`src/rtl/csht_pkg.sv`:
```
package csht_pkg;

   localparam int SLOT_BITS  = 10;
   localparam int COUNT_BITS = SLOT_BITS + 1;
   localparam int KEY_BITS   = 64;
   localparam int VAL_BITS   = 64;
   localparam int LOG2_BITS  = 4;
   localparam int STEP_BITS  = 5;

   localparam logic [LOG2_BITS-1:0] MIN_LOG2 = 4'd2;
   localparam logic [LOG2_BITS-1:0] MAX_LOG2 = LOG2_BITS'(SLOT_BITS);

   localparam logic [1:0] CMD_GET   = 2'd0;
   localparam logic [1:0] CMD_SET   = 2'd1;
   localparam logic [1:0] CMD_TRAV  = 2'd2;
   localparam logic [1:0] CMD_CLEAR = 2'd3;

   localparam logic [2:0] ST_OK       = 3'd0;
   localparam logic [2:0] ST_ABSENT   = 3'd1;
   localparam logic [2:0] ST_FULL     = 3'd2;
   localparam logic [2:0] ST_BAD_KEY  = 3'd3;
   localparam logic [2:0] ST_TRAV_END = 3'd4;

   typedef struct packed {
      logic                 used;
      logic                 present;
      logic                 has_next;
      logic [SLOT_BITS-1:0] next;
   } meta_type;

   typedef struct packed {
      logic                 we_key;
      logic                 we_val;
      logic                 we_meta;
      logic [SLOT_BITS-1:0] addr;
      logic [KEY_BITS-1:0]  key;
      logic [VAL_BITS-1:0]  val;
      meta_type             meta;
   } mem_req_type;

endpackage

```
`src/rtl/csht_fold.sv`:
```
module csht_fold (
   input  logic                             clock,
   input  logic                             reset,
   input  logic                             start,
   input  logic [63:0]                      key,
   input  logic [csht_pkg::LOG2_BITS-1:0]   size_log2,
   output logic                             done,
   output logic [csht_pkg::SLOT_BITS-1:0]   home
);
   import csht_pkg::*;

   // key mod (2^s - 1): add s-bit digits with end-around carry
   logic                 busy_ff, busy_in;
   logic [KEY_BITS-1:0]  rem_ff, rem_in;
   logic [SLOT_BITS-1:0] acc_ff, acc_in;
   logic [SLOT_BITS-1:0] mask;
   logic [SLOT_BITS:0]   sum;
   logic [SLOT_BITS:0]   folded;

   assign mask   = SLOT_BITS'((COUNT_BITS'(1) << size_log2) - COUNT_BITS'(1));
   assign sum    = {1'b0, acc_ff} + {1'b0, rem_ff[SLOT_BITS-1:0] & mask};
   assign folded = {1'b0, sum[SLOT_BITS-1:0] & mask} + COUNT_BITS'(sum >> size_log2);
   assign done   = busy_ff && (rem_ff == '0);
   assign home   = (acc_ff == mask) ? '0 : acc_ff;

   always_comb begin
      busy_in = busy_ff;
      rem_in  = rem_ff;
      acc_in  = acc_ff;
      if (start) begin
         busy_in = 1'b1;
         rem_in  = key;
         acc_in  = '0;
      end else if (busy_ff) begin
         if (rem_ff == '0) begin
            busy_in = 1'b0;
         end else begin
            rem_in = rem_ff >> size_log2;
            acc_in = folded[SLOT_BITS-1:0];
         end
      end
   end

   always_ff @(posedge clock) begin
      if (reset) begin
         busy_ff <= 1'b0;
      end else begin
         busy_ff <= busy_in;
      end
      rem_ff <= rem_in;
      acc_ff <= acc_in;
   end

endmodule

```
`config.mk`:
```
export PLATFORM = sky130hd
export DESIGN_NAME = csht_fold
export DESIGN_NICKNAME = d
export VERILOG_FILES = /design/src/rtl/csht_pkg.sv /design/src/rtl/csht_fold.sv
export SDC_FILE = /design/constraint.sdc
export NUM_CORES = 1
export LEC_CHECK = 0
export BUFFER_PORTS_ARGS = -buffer_cell sky130_fd_sc_hd__buf_2
export CORE_ASPECT_RATIO = 0.9
export CORE_MARGIN = 3
export CORE_UTILIZATION = 45
export DETAILED_ROUTE_END_ITERATION = 6
export GPL_TIMING_DRIVEN = 1
export SLEW_MARGIN = 10
export SYNTH_ARGS = -nofsm -noshare
export SYNTH_HDL_FRONTEND = slang
export SYNTH_SLANG_ARGS = --single-unit
```
`constraint.sdc`:
```
create_clock -name clock -period 16.45 [get_ports clock]
set_clock_uncertainty 0.2 [all_clocks]
set_input_delay 3.29 -clock clock [delete_from_list [all_inputs] [get_ports clock]]
set_output_delay 3.29 -clock clock [all_outputs]
set_load 0.01 [all_outputs]
```
==> results.py <==
metrics = {
    "grt": {
        "grt_pass1_wl_um": 34100,
        "antenna_found_initial": 0,
        "grt_max_degree": 65,
        "gr-usage-all-layers_pct": 23.6,
        "grt_pass1_vias": 6134,
        "overflow": 0,
    },
    "placement": {
        "place_ws_ps": 6700,
        "dp_hpwl_um": 16100,
        "globalplace.congestion": 0.933,
        "portBuffers": 81,
        "dp_cells": 1011,
    },
    "pwr": {
        "p_per_area_nw_per_um2": 93.7,
        "p_leak_nw": 3.36,
        "p_total_w": 0.000782,
        "vdd_ir_drop_max_v": 0.0000542,
    },
    "cts": {
        "cts_hold_buf": 0,
        "cts_tree": "done",
        "clk_path_buf_depth": 2,
        "path_clk_slew_ps": 60,
        "clkLatencyLatePin_ps": 350,
        "htree_num_levels": 3,
        "cts_root_buffer": "clkbuf_16",
        "cts.sinks": 75,
        "postCtsSetupBuffers": 0,
        "cts_buffers": 9,
        "cts_resized": 0,
    },
    "cells_and_area": {
        "final_cell_mix": "mux2i_1, nand2_1, buf_2, o21ai_0, edfxtp_1",
        "diodes": 0,
        "layout_commonest_cell": "mux2i_1",
        "area_growth_pct": 9.66,
        "final_cells": 1027,
        "nets": 908,
        "drive_above_1_share_pct": 25.2,
    },
    "timing": {
        "hold_viol": 0,
        "slew_headroom_pct": 38.8,
        "finalCritPeriodShare_pct": 59.7,
        "rsz0062_at_grt": "no",
        "final-setup-viol-count": 0,
        "min_period_ps": 9820,
        "final.setup.worst_slack_ps": 6630,
        "fmax_mhz": 102,
        "drv_slew": 0,
        "tightest_slew_ps": 919,
        "final.setup.tns_ps": 0,
    },
    "worst_setup_path": {
        "cp_data_arrival_time_ps": 6330,
        "cp-start-kind": "input port",
        "slowest_delay_ps": 390,
        "setup.worst_path.end_class": "output pin",
        "r2r_start": "rem_ff[2]",
        "cp_max_fo": 46,
        "critPathMostFrequentCell": "nor3_1",
        "crit_start": "size_log2[3]",
        "required_ps": 12960,
        "path_class": "input port to output pin",
        "cp_slowest_cell": "or2_4",
        "path_cells": "buf_4 > or2_4 > nor3_4 > inv_1 > ha_1 > nor3_1 > a21oi_1 > o31ai_1 > xor2_1 > nor3_1 > nand3_1 > and2_1 > buf_2",
    },
    "synthesis": {
        "synth_seq_cells": 75,
        "syn_nets": 869,
        "ys_dominant_reg_cell": "edfxtp_1",
        "async_flop_share_pct": 0,
        "seq_area_frac_synth_pct": 28.1,
        "synth_edf_count": 64,
        "syn_inst": 776,
        "yosys.cell_types.count": 59,
        "yosys_warnings": 0,
        "netlist_area_sq_um": 7610,
        "syn_avg_cell_area_sq_um": 9.81,
    },
    "route": {
        "routed_wl_um": 21800,
        "vias_per_cell": 6.28,
        "route.met2.wl_um": 9480,
        "drcViolationCount": 0,
        "ant_nets": 0,
        "route.vias.total": 6448,
        "met1_length_um": 10300,
        "routed.top_layer": "met4",
        "wl_per_cell_um": 21.2,
        "dr.pass1.iters": 5,
        "drt_iter0_drc": 629,
        "met3WireLength_um": 1770,
    },
    "floorplanning": {
        "die_h_um": 129,
        "die_area_sq_um": 18500,
        "pin_count": 82,
        "start_util_pct": 46.6,
        "rows": 44,
        "dieWidth_um": 143,
        "core_region_area_sq_um": 16400,
    },
    "flow_run": {
        "drv_cap": 0,
    },
    "min_path": {
        "hold_start": "acc_ff[5]",
        "hp-class": "flop to flop",
    },
    "status": {
        "outcome": "finished, final reports clean",
    },
}
## flip-flops by register name (all words and copies together), names as in the netlist
signal and flops:
acc_ff 10, rem_ff 64, busy_ff 1
## final timing paths
check	to	slack (ps)	cells after the start
max	home[3]	6630	13
min	acc_ff[5]	390	2
max reg2reg	acc_ff[9]	11430	17
min reg2reg	acc_ff[5]	390	2
## worst max-delay path, delay by kind of cell
family	cells	cell delay, ps
AO/OA/AOI/OAI	2	450
XOR/XNOR	1	120
adder cells (fa/ha/maj)	1	310
buffers and inverters	3	510
AND/OR/NAND/NOR	6	1620
## through the flow
step                utilization [%]  hold slack (ps)  area, sq um
finish                         51.1              393         8350
global route                   51.1              427         8350
CTS                            51.1              387         8350
detailed placement             49.3              371         8060
global placement               49.3              382         8060
floorplan                         -              318         7610
## power breakdown
group	internal, W	switching [W]	leakage, nW
clock network	0.000118	0.0000843	0.135
registers	0.000240	0.0000364	0.746
logic	0.000140	0.000165	2.48
## synthesized netlist by cell type (5+ instances only)
master	count	area share, %
nor2_1	44	2.2
o21ai_0	71	4.7
and2_1	24	2.0
buf_4	7	0.69
nand4_1	5	0.41
nor4_1	20	1.6
buf_2	18	1.2
o21a_1	6	0.59
nand2_1	80	3.9
a21oi_1	40	2.6
nand2b_1	5	0.41
mux4_2	46	14
mux2i_1	97	13
clkbuf_1	24	1.2
nor2b_1	10	0.82
dfxtp_1	11	2.9
inv_1	16	0.79
ha_1	20	3.3
o31ai_1	8	0.79
xnor2_1	15	1.7
nand3_1	12	0.79
nor3_1	5	0.33
edfxtp_1	64	25
xor2_1	7	0.81
buf_1	9	0.44
mux2_2	50	7.4
a31oi_1	6	0.49
## final cells by class
type,count,area (sq um)
fill,1533,8000
multi-input combinational,625,5130
sequential,75,2140
timing repair buffer,88,468
tap,207,259
clock buffer,10,229
clock inverter,6,66.3
inverter,16,60.1
## kinds of logic after synthesis
kind of cell / after synthesis / share of synthesized area [%]
and+or+nand+nor: 217 / 13.7
muxes: 193 / 33.7
AOI/OAI and AO/OA: 171 / 13.5
buffers and inverters: 76 / 4.58
DFF: 75 / 28.1
xor gates and xnor gates: 22 / 2.53
adders and majority gates: 22 / 3.81
## routing by layer
| layer | vias up | global-route usage [%] |
|---|---|---|
| li1 | 3031 | - |
| met1 | 3140 | 35.6 |
| met2 | 256 | 34.4 |
| met3 | 21 | 5.57 |
| met4 | 0 | 5.37 |
| met5 | - | 0 |
No activity file was read; power rests on OpenSTA's default activity.
